--- src/rtl/cist_pkg.sv ---
`default_nettype none

package cist_pkg;

   // Fixed port widths.
   localparam int VALUE_PORT_BITS = 32;
   localparam int COUNT_BITS      = 5;

   // Command codes.
   localparam logic [1:0] CMD_INSERT = 2'd0;
   localparam logic [1:0] CMD_DELETE = 2'd1;
   localparam logic [1:0] CMD_TEST   = 2'd2;
   localparam logic [1:0] CMD_FLIP   = 2'd3;

   // Controller to datapath.
   typedef struct packed {
      logic load;        // capture the new item, clear per-item flags
      logic flip;        // toggle the complement flag
      logic scan;        // step the table scan
      logic rd_last;     // read the last listed entry
      logic push;        // append the operand
      logic move;        // copy last entry into the matched slot
      logic mark_full;   // flag a dropped append
      logic rsp_load;    // load the result register
   } cist_cmd_type;

   // Datapath to controller.
   typedef struct packed {
      logic       scan_done;
      logic       found;
      logic       is_full;
      logic       flag;
      logic [1:0] op;
   } cist_status_type;

endpackage

`default_nettype wire

--- src/rtl/cist_ram.sv ---
`default_nettype none

module cist_ram #(
   parameter int WIDTH = 32,
   parameter int DEPTH = 16,
   localparam int ADDR_W = (DEPTH > 1) ? $clog2(DEPTH) : 1
) (
   input  wire                    clock,
   input  wire                    wr_en,
   input  wire [ADDR_W-1:0]       wr_addr,
   input  wire [WIDTH-1:0]        wr_data,
   input  wire [ADDR_W-1:0]       rd_addr,
   output logic [WIDTH-1:0]       rd_data
);

   logic [WIDTH-1:0] mem_ff [0:DEPTH-1];
   logic [WIDTH-1:0] rd_data_ff;

   always_ff @(posedge clock) begin
      if (wr_en) begin
         mem_ff[wr_addr] <= wr_data;
      end
      rd_data_ff <= mem_ff[rd_addr];
   end

   assign rd_data = rd_data_ff;

endmodule

`default_nettype wire

--- src/rtl/cist_datapath.sv ---
`default_nettype none

module cist_datapath #(
   parameter int MAX_ENTRIES = 16,
   parameter int VALUE_BITS  = 32
) (
   input  wire                                 clock,
   input  wire                                 reset,
   input  cist_pkg::cist_cmd_type              cmd,
   output cist_pkg::cist_status_type           status,
   input  wire [1:0]                           req_cmd,
   input  wire [cist_pkg::VALUE_PORT_BITS-1:0] req_value,
   output logic                                rsp_is_member,
   output logic                                rsp_status,
   output logic                                rsp_complemented,
   output logic [cist_pkg::COUNT_BITS-1:0]     rsp_entry_count
);

   localparam int CMP_BITS = (VALUE_BITS < cist_pkg::VALUE_PORT_BITS) ?
                             VALUE_BITS : cist_pkg::VALUE_PORT_BITS;
   localparam int ADDR_W   = (MAX_ENTRIES > 1) ? $clog2(MAX_ENTRIES) : 1;
   localparam int CNT_W    = $clog2(MAX_ENTRIES + 1);

   logic [1:0]          op_ff;
   logic [CMP_BITS-1:0] val_ff;
   logic [CNT_W-1:0]    count_ff, count_in;
   logic                flag_ff, flag_in;
   logic [CNT_W-1:0]    idx_ff, idx_in;
   logic                rd_vld_ff, rd_vld_in;
   logic [ADDR_W-1:0]   rd_idx_ff;
   logic [ADDR_W-1:0]   slot_ff;
   logic                found_ff;
   logic                full_ff;
   logic                member_ff, status_ff, compl_ff;
   logic [cist_pkg::COUNT_BITS-1:0] count_out_ff;

   logic [ADDR_W-1:0]   rd_addr, wr_addr;
   logic [CMP_BITS-1:0] rd_data, wr_data;
   logic                wr_en;
   logic                hit, issue;

   cist_ram #(
      .WIDTH (CMP_BITS),
      .DEPTH (MAX_ENTRIES)
   ) u_ram (
      .clock   (clock),
      .wr_en   (wr_en),
      .wr_addr (wr_addr),
      .wr_data (wr_data),
      .rd_addr (rd_addr),
      .rd_data (rd_data)
   );

   assign hit   = rd_vld_ff && (rd_data == val_ff);
   assign issue = cmd.scan && (idx_ff < count_ff) && !hit;

   assign rd_addr = cmd.rd_last ? ADDR_W'(count_ff - CNT_W'(1)) : idx_ff[ADDR_W-1:0];
   assign wr_en   = cmd.push || cmd.move;
   assign wr_addr = cmd.move ? slot_ff : count_ff[ADDR_W-1:0];
   assign wr_data = cmd.move ? rd_data : val_ff;

   always_comb begin
      count_in = count_ff;
      if (cmd.push) begin
         count_in = count_ff + CNT_W'(1);
      end else if (cmd.move) begin
         count_in = count_ff - CNT_W'(1);
      end
   end

   assign flag_in   = flag_ff ^ cmd.flip;
   assign idx_in    = cmd.load ? '0 : (issue ? idx_ff + CNT_W'(1) : idx_ff);
   assign rd_vld_in = issue;

   always_ff @(posedge clock) begin
      if (reset) begin
         count_ff  <= '0;
         flag_ff   <= 1'b0;
         rd_vld_ff <= 1'b0;
      end else begin
         count_ff  <= count_in;
         flag_ff   <= flag_in;
         rd_vld_ff <= rd_vld_in;
      end
   end

   always_ff @(posedge clock) begin
      idx_ff    <= idx_in;
      rd_idx_ff <= idx_ff[ADDR_W-1:0];
      if (cmd.load) begin
         op_ff    <= req_cmd;
         val_ff   <= req_value[CMP_BITS-1:0];
         found_ff <= 1'b0;
         full_ff  <= 1'b0;
      end else begin
         if (cmd.scan && hit) begin
            found_ff <= 1'b1;
            slot_ff  <= rd_idx_ff;
         end
         if (cmd.push) begin
            found_ff <= 1'b1;
         end
         if (cmd.move) begin
            found_ff <= 1'b0;
         end
         if (cmd.mark_full) begin
            full_ff <= 1'b1;
         end
      end
      if (cmd.rsp_load) begin
         member_ff    <= (op_ff != cist_pkg::CMD_FLIP) && (found_ff ^ flag_ff);
         status_ff    <= full_ff;
         compl_ff     <= flag_ff;
         count_out_ff <= cist_pkg::COUNT_BITS'(count_ff);
      end
   end

   assign status.scan_done = hit || (!rd_vld_ff && (idx_ff >= count_ff));
   assign status.found     = found_ff || hit;
   assign status.is_full   = (count_ff == CNT_W'(MAX_ENTRIES));
   assign status.flag      = flag_ff;
   assign status.op        = op_ff;

   assign rsp_is_member    = member_ff;
   assign rsp_status       = status_ff;
   assign rsp_complemented = compl_ff;
   assign rsp_entry_count  = count_out_ff;

endmodule

`default_nettype wire

--- src/rtl/cist_controller.sv ---
`default_nettype none

module cist_controller (
   input  wire                         clock,
   input  wire                         reset,
   input  wire                         req_valid,
   output logic                        req_stall,
   input  wire [1:0]                   req_cmd,
   output logic                        rsp_valid,
   input  wire                         rsp_stall,
   output cist_pkg::cist_cmd_type      cmd,
   input  cist_pkg::cist_status_type   status
);

   localparam logic [1:0] S_IDLE = 2'd0;
   localparam logic [1:0] S_SCAN = 2'd1;
   localparam logic [1:0] S_MOVE = 2'd2;
   localparam logic [1:0] S_RESP = 2'd3;

   logic [1:0] state_ff, state_in;
   logic       rsp_valid_ff, rsp_valid_in;
   logic       want_add, want_rem;

   assign want_add = ((status.op == cist_pkg::CMD_INSERT) && !status.flag) ||
                     ((status.op == cist_pkg::CMD_DELETE) && status.flag);
   assign want_rem = ((status.op == cist_pkg::CMD_INSERT) && status.flag) ||
                     ((status.op == cist_pkg::CMD_DELETE) && !status.flag);

   always_comb begin
      state_in = state_ff;
      cmd      = '0;
      case (state_ff)
         S_IDLE: begin
            if (req_valid) begin
               cmd.load = 1'b1;
               if (req_cmd == cist_pkg::CMD_FLIP) begin
                  cmd.flip = 1'b1;
                  state_in = S_RESP;
               end else begin
                  state_in = S_SCAN;
               end
            end
         end
         S_SCAN: begin
            cmd.scan = 1'b1;
            if (status.scan_done) begin
               state_in = S_RESP;
               if (want_rem && status.found) begin
                  cmd.rd_last = 1'b1;
                  state_in    = S_MOVE;
               end else if (want_add && !status.found) begin
                  if (status.is_full) begin
                     cmd.mark_full = 1'b1;
                  end else begin
                     cmd.push = 1'b1;
                  end
               end
            end
         end
         S_MOVE: begin
            cmd.move = 1'b1;
            state_in = S_RESP;
         end
         S_RESP: begin
            if (!rsp_valid_ff || !rsp_stall) begin
               cmd.rsp_load = 1'b1;
               state_in     = S_IDLE;
            end
         end
         default: begin
            state_in = S_IDLE;
         end
      endcase
   end

   assign rsp_valid_in = cmd.rsp_load || (rsp_valid_ff && rsp_stall);

   always_ff @(posedge clock) begin
      if (reset) begin
         state_ff     <= S_IDLE;
         rsp_valid_ff <= 1'b0;
      end else begin
         state_ff     <= state_in;
         rsp_valid_ff <= rsp_valid_in;
      end
   end

   assign req_stall = (state_ff != S_IDLE);
   assign rsp_valid = rsp_valid_ff;

endmodule

`default_nettype wire

--- src/rtl/complementable_integer_set_table.sv ---
// Items are handled one at a time: a new request is stalled until the result of the
//   last one is loaded; the scan reads one entry per cycle through the single read
//   port of the table.
// Reset (synchronous, active high): empty list, flag clear, no result; table kept.
`default_nettype none

module complementable_integer_set_table #(
   parameter int MAX_ENTRIES = 16,
   parameter int VALUE_BITS  = 32
) (
   input  wire                                        clock,
   input  wire                                        reset,
   // request channel
   input  wire                                        req_valid,
   output logic                                       req_stall,
   input  wire [1:0]                                  req_cmd,
   input  wire signed [cist_pkg::VALUE_PORT_BITS-1:0] req_value,
   // response channel
   output logic                                       rsp_valid,
   input  wire                                        rsp_stall,
   output logic                                       rsp_is_member,
   output logic                                       rsp_status,
   output logic                                       rsp_complemented,
   output logic [cist_pkg::COUNT_BITS-1:0]            rsp_entry_count
);

   // The controller sequences each item: capture, scan the listed entries for
   // the operand, then append, swap-remove or leave the list alone, and finally
   // load the result register. Flip skips the scan.
   cist_pkg::cist_cmd_type    cmd;
   cist_pkg::cist_status_type status;

   cist_controller u_ctl (
      .clock     (clock),
      .reset     (reset),
      .req_valid (req_valid),
      .req_stall (req_stall),
      .req_cmd   (req_cmd),
      .rsp_valid (rsp_valid),
      .rsp_stall (rsp_stall),
      .cmd       (cmd),
      .status    (status)
   );

   // The datapath holds the entry table, count, complement flag, scan pointer
   // and the result register. Only the low VALUE_BITS bits of the operand, at most
   // VALUE_PORT_BITS, are kept and compared.
   cist_datapath #(
      .MAX_ENTRIES (MAX_ENTRIES),
      .VALUE_BITS  (VALUE_BITS)
   ) u_dp (
      .clock            (clock),
      .reset            (reset),
      .cmd              (cmd),
      .status           (status),
      .req_cmd          (req_cmd),
      .req_value        (req_value),
      .rsp_is_member    (rsp_is_member),
      .rsp_status       (rsp_status),
      .rsp_complemented (rsp_complemented),
      .rsp_entry_count  (rsp_entry_count)
   );

endmodule

`default_nettype wire

--- config.mk ---
export PLATFORM = sky130hd
export DESIGN_NAME = complementable_integer_set_table
export DESIGN_NICKNAME = d
export VERILOG_FILES = /design/src/rtl/cist_pkg.sv /design/src/rtl/cist_ram.sv /design/src/rtl/cist_datapath.sv /design/src/rtl/cist_controller.sv /design/src/rtl/complementable_integer_set_table.sv
export SDC_FILE = /design/constraint.sdc
export NUM_CORES = 1
export LEC_CHECK = 0
export BUFFER_PORTS_ARGS = -buffer_cell sky130_fd_sc_hd__buf_2
export CORE_MARGIN = 2
export CORE_UTILIZATION = 40
export CTS_BUF_LIST = sky130_fd_sc_hd__clkbuf_16
export DETAILED_ROUTE_END_ITERATION = 16
export PLACE_DENSITY = 0.63
export SLEW_MARGIN = 20
export SYNTH_ARGS = -nofsm -noshare
export SYNTH_HDL_FRONTEND = slang
export SYNTH_HIERARCHICAL = 1
export SYNTH_SLANG_ARGS = --single-unit
--- constraint.sdc ---
create_clock -name clock -period 13.2 [get_ports clock]
set_input_delay 0.66 -clock clock [delete_from_list [all_inputs] [get_ports clock]]
set_output_delay 0.66 -clock clock [all_outputs]
set_load 0.02 [all_outputs]
==> impl_results.md, run 1 <==
* Pin count of the biggest net entering global routing at 110
* Drt initial violations at 1466
* Clock Path Buffers at 3
* Antenna-violating nets left at 0
* Synth Area in Simple Gates at 3.28%
* Vias in the first global route at 11500
* Crit path capture: u_dp/u_ram/rd_data[9]$_DFF_P_
* Via Count at 11400
* Starting Density at 40.5%
* Critical Path Fanout Max at 60
* Final worst slack at 7.05 ns
* Via-per-instance ratio at 5.63
* Area grow syn2layout at 13.7%
* Reg2Reg Depth at 15
* Fin nets at 1270
* RR Endpoint: u_dp/u_ram/rd_data[9]$_DFF_P_
* CP endpoint kind: flip-flop
* RD Place Congestion at 0.779
* Layout cells sized above 1 at 28.5%
* Clock Sinks at 611
* Largest family of logic cells by synthesized area: multiplexers
* Area leader, netlist: edfxtp_1
* Die span in x at 246 um
* Mean post-synth cell area at 20.6 sq um
* Filler instances at 4917
* Drt drc at 0
* Busiest grt layer: met2
* Post-synth EDFFs at 558
* Initial antenna violation count at 1
* CTS tree: yes
* Xor and xnor fraction of the mapped netlist area at 1.46%
* Pwr Total at 0.00543 W
* IO Pins at 48
* Slew margin rel. at 34.7%
* First-pass GRT wire length at 79.1 mm
* Async SR Flop Fraction at 0%
* CP Data Required Time at 13.69 ns
* Clock H-tree levels at 2
* Worst Setup SP: u_dp/val_ff[28]$_DFFE_PP_
* Skew-Pair Late Insertion Delay at 0.64 ns
* Global-route usage over all layers at 18.2%
* Largest cells by area after synthesis: edfxtp_1 (72%), mux4_2 (12%), dfxtp_1 (4.5%)
* FF-to-FF Start: u_dp/val_ff[28]$_DFFE_PP_
* GRT met3 Usage at 2.64%
* Post-Route Setup TNS at 0 ns
* Largest vdd supply drop at 0.113 mV
* Lkg Pwr at 8.31 nW
* HPWL after detailed placement at 28.2 mm
* Number of port buffers at 47
* Min Tclk post-route at 6.15 ns
* Power Density at 205 nW/um^2
* Pre-CTS setup slack at 7.02 ns
* Diode count at 0
* Synth Warn # at 6
* Most used cell along the critical path: buf_4
* Pre-antenna DRT Iters at 5
* Compound-Gate Fraction of Synth Area at 3.04%
* Sequential share of the synthesized area at 76.3%
* Period utilization at 46.6%
* Hold buffers post-CTS at 0
* Grt ovf at 0
* Die Y at 246 um
* Commonest non-fill, non-tap cells in the layout: edfxtp_1 (558), mux4_2 (128), a22oi_1 (64), clkbuf_16 (59), dfxtp_1 (53)
* Setup violators final at 0
* Max-Cap Viols at 0
* Top FF cell, synth: edfxtp_1
* Buf/Inv on CP at 3
* Fmax at 0.162 GHz
* Clock Skew at 0.0478 ns
* Status: finished clean
* Kind of start point of the critical path: flip-flop
* Post-CTS setup buffers at 0
* Kind of cell adding the most delay to the critical path: simple AND/OR/NAND/NOR gates
* Yosys reg bits at 611
* Root Driver: clkbuf_16
* Clock slew at reported path FFs at 0.06 ns
* Worst-Margin Slew at 0.969 ns
* Final hold viol count at 0
* Row count at 88
* CTS Buf Count at 59
* Syn nets at 1184
* Hold Crit Class: input pin to flip-flop
* Met2 Resource Use GR at 28.5%
* Worst path depth at 15
* Cell Area, Synth at 23300 sq um
* Critical path type: flip-flop to flip-flop
* Post-synth cell types at 44
* Post-synthesis adder-cell area fraction at 0.697%
* Critical path's slowest cell: buf_4
* Die Area at 60300 sq um
* Crit-path cells: xnor2_1 > nor4b_2 > nand4_1 > nor4_2 > buf_4 > or2_2 > nand3_1 > nor2_1 > nor2_1 > a21oi_4 > buf_4 > buf_4 > mux4_2 > a22oi_1 > nand2_1
* Commonest non-fill, non-tap cell in the layout: edfxtp_1
* Core footprint at 57700 sq um
* Post-DR wirelength/cell at 26.6 um
* Mapped Cells at 1133
* Final wirelength at 54.0 mm
* RSZ-0062 raised after global routing: false
* Internal reg-to-reg setup slack at 7.05 ns
* Critical Path AT at 6.64 ns
* Resized Gates After CTS at 0
* Grt met1 use at 26.9%
* Top-area cell type share of the netlist area at 71.8%
* CP max stage delay at 0.82 ns
* Final Max Tran Viols at 0
* Mux cell area share after synthesis at 13.9%
-- metrics by stage --
stage / instances / utilization (%) / hold WS (ns) / cell area, sq um
6_report: 2033 / 46.0 / 0.210 / 26500
3_3_place_gp: 1923 / 42.8 / 0.388 / 24700
2_1_floorplan: 1133 / - / 0.386 / 23300
4_1_cts: 2033 / 46.0 / 0.181 / 26500
5_1_grt: 2033 / 46.0 / 0.197 / 26500
3_5_place_dp: 1923 / 42.8 / 0.391 / 24700
-- layer usage --
metal	wire length, um	up-vias	part of all wire, %
met5	0	-	0
met4	928	0	1.7
met3	4010	63	7.4
met2	25300	450	47
met1	23800	6093	44
li1	-	4835	-
-- registers in the layout, indices dropped and copies added, names as in the netlist, 4 cells and up --
name,cells
u_dp/u_ram/rd_data,32
u_dp/rd_idx_ff,4
u_dp/rsp_entry_count,5
u_dp/count_ff,5
u_dp/idx_ff,5
u_dp/slot_ff,4
u_dp/u_ram/mem_ff,512
u_dp/val_ff,32
-- synthesized netlist by cell type (12+ instances only) --
cell	count
a22oi_1	64
clkbuf_1	23
dfxtp_1	53
edfxtp_1	558
ha_1	13
inv_1	13
mux2_2	32
mux4_2	128
nand2_1	46
nor2_1	29
nor3_1	12
nor4_1	12
xor2_1	28
-- cells by family (layout without fill, tap and decap cells) --
group,count (synthesis),count (layout)
simple gates,146,146
mux,161,161
xor+xnor,39,39
flops,611,611
buf+inv,65,200
compound gates,98,98
fa+ha+maj,13,13
-- cell type report --
| type | instances | area [sq um] | area share, % |
|---|---|---|---|
| flip-flops and latches | 611 | 17800 | 67.1 |
| repair buffers | 77 | 473 | 1.78 |
| clock inverters | 51 | 369 | 1.39 |
| multi-input cells | 457 | 5390 | 20.3 |
| inverters | 13 | 48.8 | 0.184 |
| clock buffers | 59 | 1480 | 5.56 |
| well taps | 765 | 957 | 3.61 |
-- worst min path at each step --
stage | from | endpoint | slack [ns] | depth (start not counted)
final | req_value[31] | u_dp/val_ff[31]$_DFFE_PP_ | 0.21 | 1
after CTS | req_value[1] | u_dp/val_ff[1]$_DFFE_PP_ | 0.18 | 1
after global routing | req_value[31] | u_dp/val_ff[31]$_DFFE_PP_ | 0.20 | 1
after floorplan | u_dp/rd_idx_ff[0]$_DFF_P_ | u_dp/slot_ff[0]$_DFFE_PP_ | 0.39 | 0
after global placement | u_dp/rd_idx_ff[3]$_DFF_P_ | u_dp/slot_ff[3]$_DFFE_PP_ | 0.39 | 0
after detailed placement | u_dp/rd_idx_ff[1]$_DFF_P_ | u_dp/slot_ff[1]$_DFFE_PP_ | 0.39 | 0
-- power by group --
part,total (W),switching [W],internal [W]
registers,0.00262,0.0000985,0.00253
clock network,0.00160,0.000713,0.000891
logic,0.00121,0.000756,0.000451
(Power assumes the default switching activity.)
==> run 2, diff against run 1 <==
--- a/config.mk
+++ b/config.mk
@@ -5,12 +5,13 @@
 export SDC_FILE = /design/constraint.sdc
 export NUM_CORES = 1
 export LEC_CHECK = 0
+export ABC_AREA = 1
 export BUFFER_PORTS_ARGS = -buffer_cell sky130_fd_sc_hd__buf_2
 export CORE_MARGIN = 2
 export CORE_UTILIZATION = 40
 export CTS_BUF_LIST = sky130_fd_sc_hd__clkbuf_16
 export DETAILED_ROUTE_END_ITERATION = 16
-export PLACE_DENSITY = 0.63
+export PLACE_DENSITY = 0.65
 export SLEW_MARGIN = 20
 export SYNTH_ARGS = -nofsm -noshare
 export SYNTH_HDL_FRONTEND = slang
==> constraint.sdc (replaced) <==
create_clock -name clock -period 5.1 [get_ports clock]
set_input_delay 0.255 -clock clock [delete_from_list [all_inputs] [get_ports clock]]
set_output_delay 0.255 -clock clock [all_outputs]
set_load 0.02 [all_outputs]
==> run 2 against run 1 <==
  * Register-to-register slack worse by 6.4 ns
  * Cell area up 14%
  * Fmax increased by 39%
  * Largest cell class unchanged
  * Die area grew 14%
  * Critical path depth shrank 2
  * Critical path type unchanged
  * Critical endpoint is now u_dp/u_ram/mem_ff[6][2]$_DFFE_PP_
  * Routed wire length up 27%
  * Global-route usage is 1.4 points higher
  * Largest power group unchanged
  * Non-clock buffer count up 59
  * Highest routed layer unchanged
  * Sequential cell count unchanged
  * Synthesized cell count rose by 130%
  * Cell count rose by 78%
==> impl_results.md, run 2 <==
* RD Place Congestion at 0.870
* Pre-antenna DRT Iters at 7
* Post-CTS setup buffers at 0
* Root Driver: clkbuf_16
* IO Pins at 48
* Internal reg-to-reg setup slack at 0.67 ns
* Async SR Flop Fraction at 0%
* Largest vdd supply drop at 0.397 mV
* Via-per-instance ratio at 5.02
* Sequential share of the synthesized area at 66.8%
* Setup violators final at 0
* Grt ovf at 0
* Vias in the first global route at 17500
* Drt drc at 0
* Syn nets at 2673
* Period utilization at 86.8%
* Skew-Pair Late Insertion Delay at 0.64 ns
* Status: finished clean
* Commonest cells post-synth: nand2_1 (817), edfxtp_1 (558), inv_1 (464)
* Largest cells by area after synthesis: edfxtp_1 (63%), nand2_1 (11%), nand3_1 (7.5%)
* Cell Area, Synth at 26700 sq um
* Die span in x at 262 um
* Commonest non-fill, non-tap cells in the layout: nand2_1 (817), edfxtp_1 (558), inv_1 (473), nand3_1 (401), clkbuf_16 (61)
* Fin nets at 2756
* Commonest non-fill, non-tap cell in the layout: nand2_1
* Final worst slack at 0.674 ns
* Kind of start point of the critical path: flip-flop
* Number of port buffers at 47
* Max-Cap Viols at 0
* Antenna-violating nets left at 0
* Clock Skew at 0.0287 ns
* Slew margin rel. at 26.3%
* Final hold viol count at 0
* Max reg flops at 512
* Placed Instances at 3467
* First-pass GRT wire length at 104 mm
* Row count at 94
* Area grow syn2layout at 13.4%
* Power Density at 538 nW/um^2
* Most flops, register: u_dp/u_ram/mem_ff
* Reg2Reg Depth at 13
* Hold Crit Class: input pin to flip-flop
* Final Max Tran Viols at 0
* Clock Path Buffers at 3
* Post-DR wirelength/cell at 18.9 um
* Post-Route Setup TNS at 0 ns
* Layout cells sized above 1 at 8.99%
* Min Tclk post-route at 4.43 ns
* Critical Path Fanout Max at 22
* Critical Path AT at 4.74 ns
* Top-count cell post-synth: nand2_1
* Yosys reg bits at 611
* RR Endpoint: u_dp/u_ram/mem_ff[6][2]$_DFFE_PP_
* Worst-Margin Slew at 1.10 ns
* Initial antenna violation count at 2
* Fmax at 0.226 GHz
* Clock Sinks at 611
* Pre-CTS setup slack at 0.717 ns
* RSZ-0062 raised after global routing: false
* Critical path type: flip-flop to flip-flop
* Core footprint at 65900 sq um
* Non-filler cells in the finished layout at 3622
* CTS Buf Count at 61
* Synth Warn # at 6
* Hold buffers post-CTS at 38
* HPWL after detailed placement at 39.8 mm
* Drt initial violations at 2080
* Diode count at 0
* Clock slew at reported path FFs at 0.06 ns
* Starting Density at 40.5%
* Mean post-synth cell area at 10.2 sq um
* Pin count of the biggest net entering global routing at 120
* Final wirelength at 68.4 mm
* Top-area cell type share of the netlist area at 62.8%
* Die Area at 68800 sq um
* Post-synth EDFFs at 558
* Top FF cell, synth: edfxtp_1
* FF-to-FF Start: u_dp/count_ff[2]$_SDFFE_PP0P_
* Area leader, netlist: edfxtp_1
* Resized Gates After CTS at 0
* Mapped Cells at 2622
* WHS Path Cells at 2
* CTS tree: yes
* Via Count at 18200
* Global-route usage over all layers at 19.6%
* Hold EP: u_dp/op_ff[1]$_DFFE_PP_
* Post-synth cell types at 43
* Die Y at 262 um
* Hold Path Origin: req_cmd[1]
* Core Util, Final at 45.9%
* CP endpoint kind: flip-flop
* Lkg Pwr at 12.7 nW
* Pwr Total at 0.0163 W
* Clock H-tree levels at 2
* CP Data Required Time at 5.42 ns
[run 2: cell count changes after synthesis, sizes merged, moves of 6 or more]
cell,change
nand2,+782
inv,+455
nand3,+397
mux4,-128
a22oi,-64
buf,+64
o21ai,+42
mux2,-32
nor2,+32
xor2,-25
nor4,-17
nor3,-7
nand2b,-6
[run 2: through the flow]
step	instance area (sq um)	hold slack, ns
6_report	30300	0.361
4_1_cts	30200	0.355
5_1_grt	30300	0.373
3_5_place_dp	28000	0.389
3_3_place_gp	27900	0.387
2_1_floorplan	26700	0.317
[run 2: kinds of logic after synthesis]
| logic type | after synthesis | share of synthesized area [%] |
|---|---|---|
| flip-flops | 611 | 66.8 |
| adder cells (fa/ha/maj) | 13 | 0.609 |
| AO/OA/AOI/OAI | 78 | 1.69 |
| multiplexers | 1 | 0.0375 |
| buffers and inverters | 588 | 9.45 |
| AND/OR/NAND/NOR | 1316 | 21.0 |
| XOR/XNOR | 15 | 0.492 |
[run 2: where the power goes]
part / internal [W] / switching, W / total (W)
combinational: 0.00139 / 0.00376 / 0.00515
sequential: 0.00662 / 0.000274 / 0.00689
clock: 0.00232 / 0.00191 / 0.00423
total: 0.0103 / 0.00594 / 0.0163
[run 2: how the worst max path moves through the flow]
stage                                        startpoint                                  to  slack, ns  cells past startpoint
after floorplan           u_dp/count_ff[2]$_SDFFE_PP0P_  u_dp/u_ram/mem_ff[12][0]$_DFFE_PP_       1.27                     13
after CTS                 u_dp/count_ff[2]$_SDFFE_PP0P_   u_dp/u_ram/mem_ff[6][2]$_DFFE_PP_       0.68                     13
after global routing      u_dp/count_ff[2]$_SDFFE_PP0P_   u_dp/u_ram/mem_ff[6][2]$_DFFE_PP_       0.33                     13
after detailed placement  u_dp/count_ff[2]$_SDFFE_PP0P_   u_dp/u_ram/mem_ff[6][4]$_DFFE_PP_       0.72                     13
after global placement        u_dp/val_ff[16]$_DFFE_PP_   u_dp/u_ram/mem_ff[6][4]$_DFFE_PP_       0.81                     12
final                     u_dp/count_ff[2]$_SDFFE_PP0P_   u_dp/u_ram/mem_ff[6][2]$_DFFE_PP_       0.67                     13
[run 2: layout make-up]
cell class | count | area (sq um)
clock buffers | 61 | 1530
clock inverters | 55 | 355
fillers | 5960 | 35600
inverters | 472 | 1780
multi-input cells | 1423 | 6550
flip-flops and latches | 611 | 17800
well taps | 864 | 1080
repair buffers | 136 | 1150
[run 2: worst max-delay path, cell delays in order, from the launching register on]
cell	delay [ns]
dfxtp_1	0.47
inv_1	0.14
ha_1	0.32
nand4_1	0.11
o221ai_1	0.20
o21ai_0	0.11
nand2_1	0.08
nand4_1	0.12
nor2_1	0.44
nor2_1	0.13
inv_1	0.23
nand3b_1	0.39
nor2_4	0.96
buf_4	0.38
[run 2: layer usage]
| layer | vias up | global-route usage, % | share of wire, % |
|---|---|---|---|
| met2 | 772 | 30.9 | 46 |
| li1 | 8629 | - | - |
| met1 | 8691 | 27.2 | 43 |
| met3 | 102 | 4.03 | 8.7 |
| met4 | 0 | 5.88 | 2.4 |
| met5 | - | 0 | 0 |
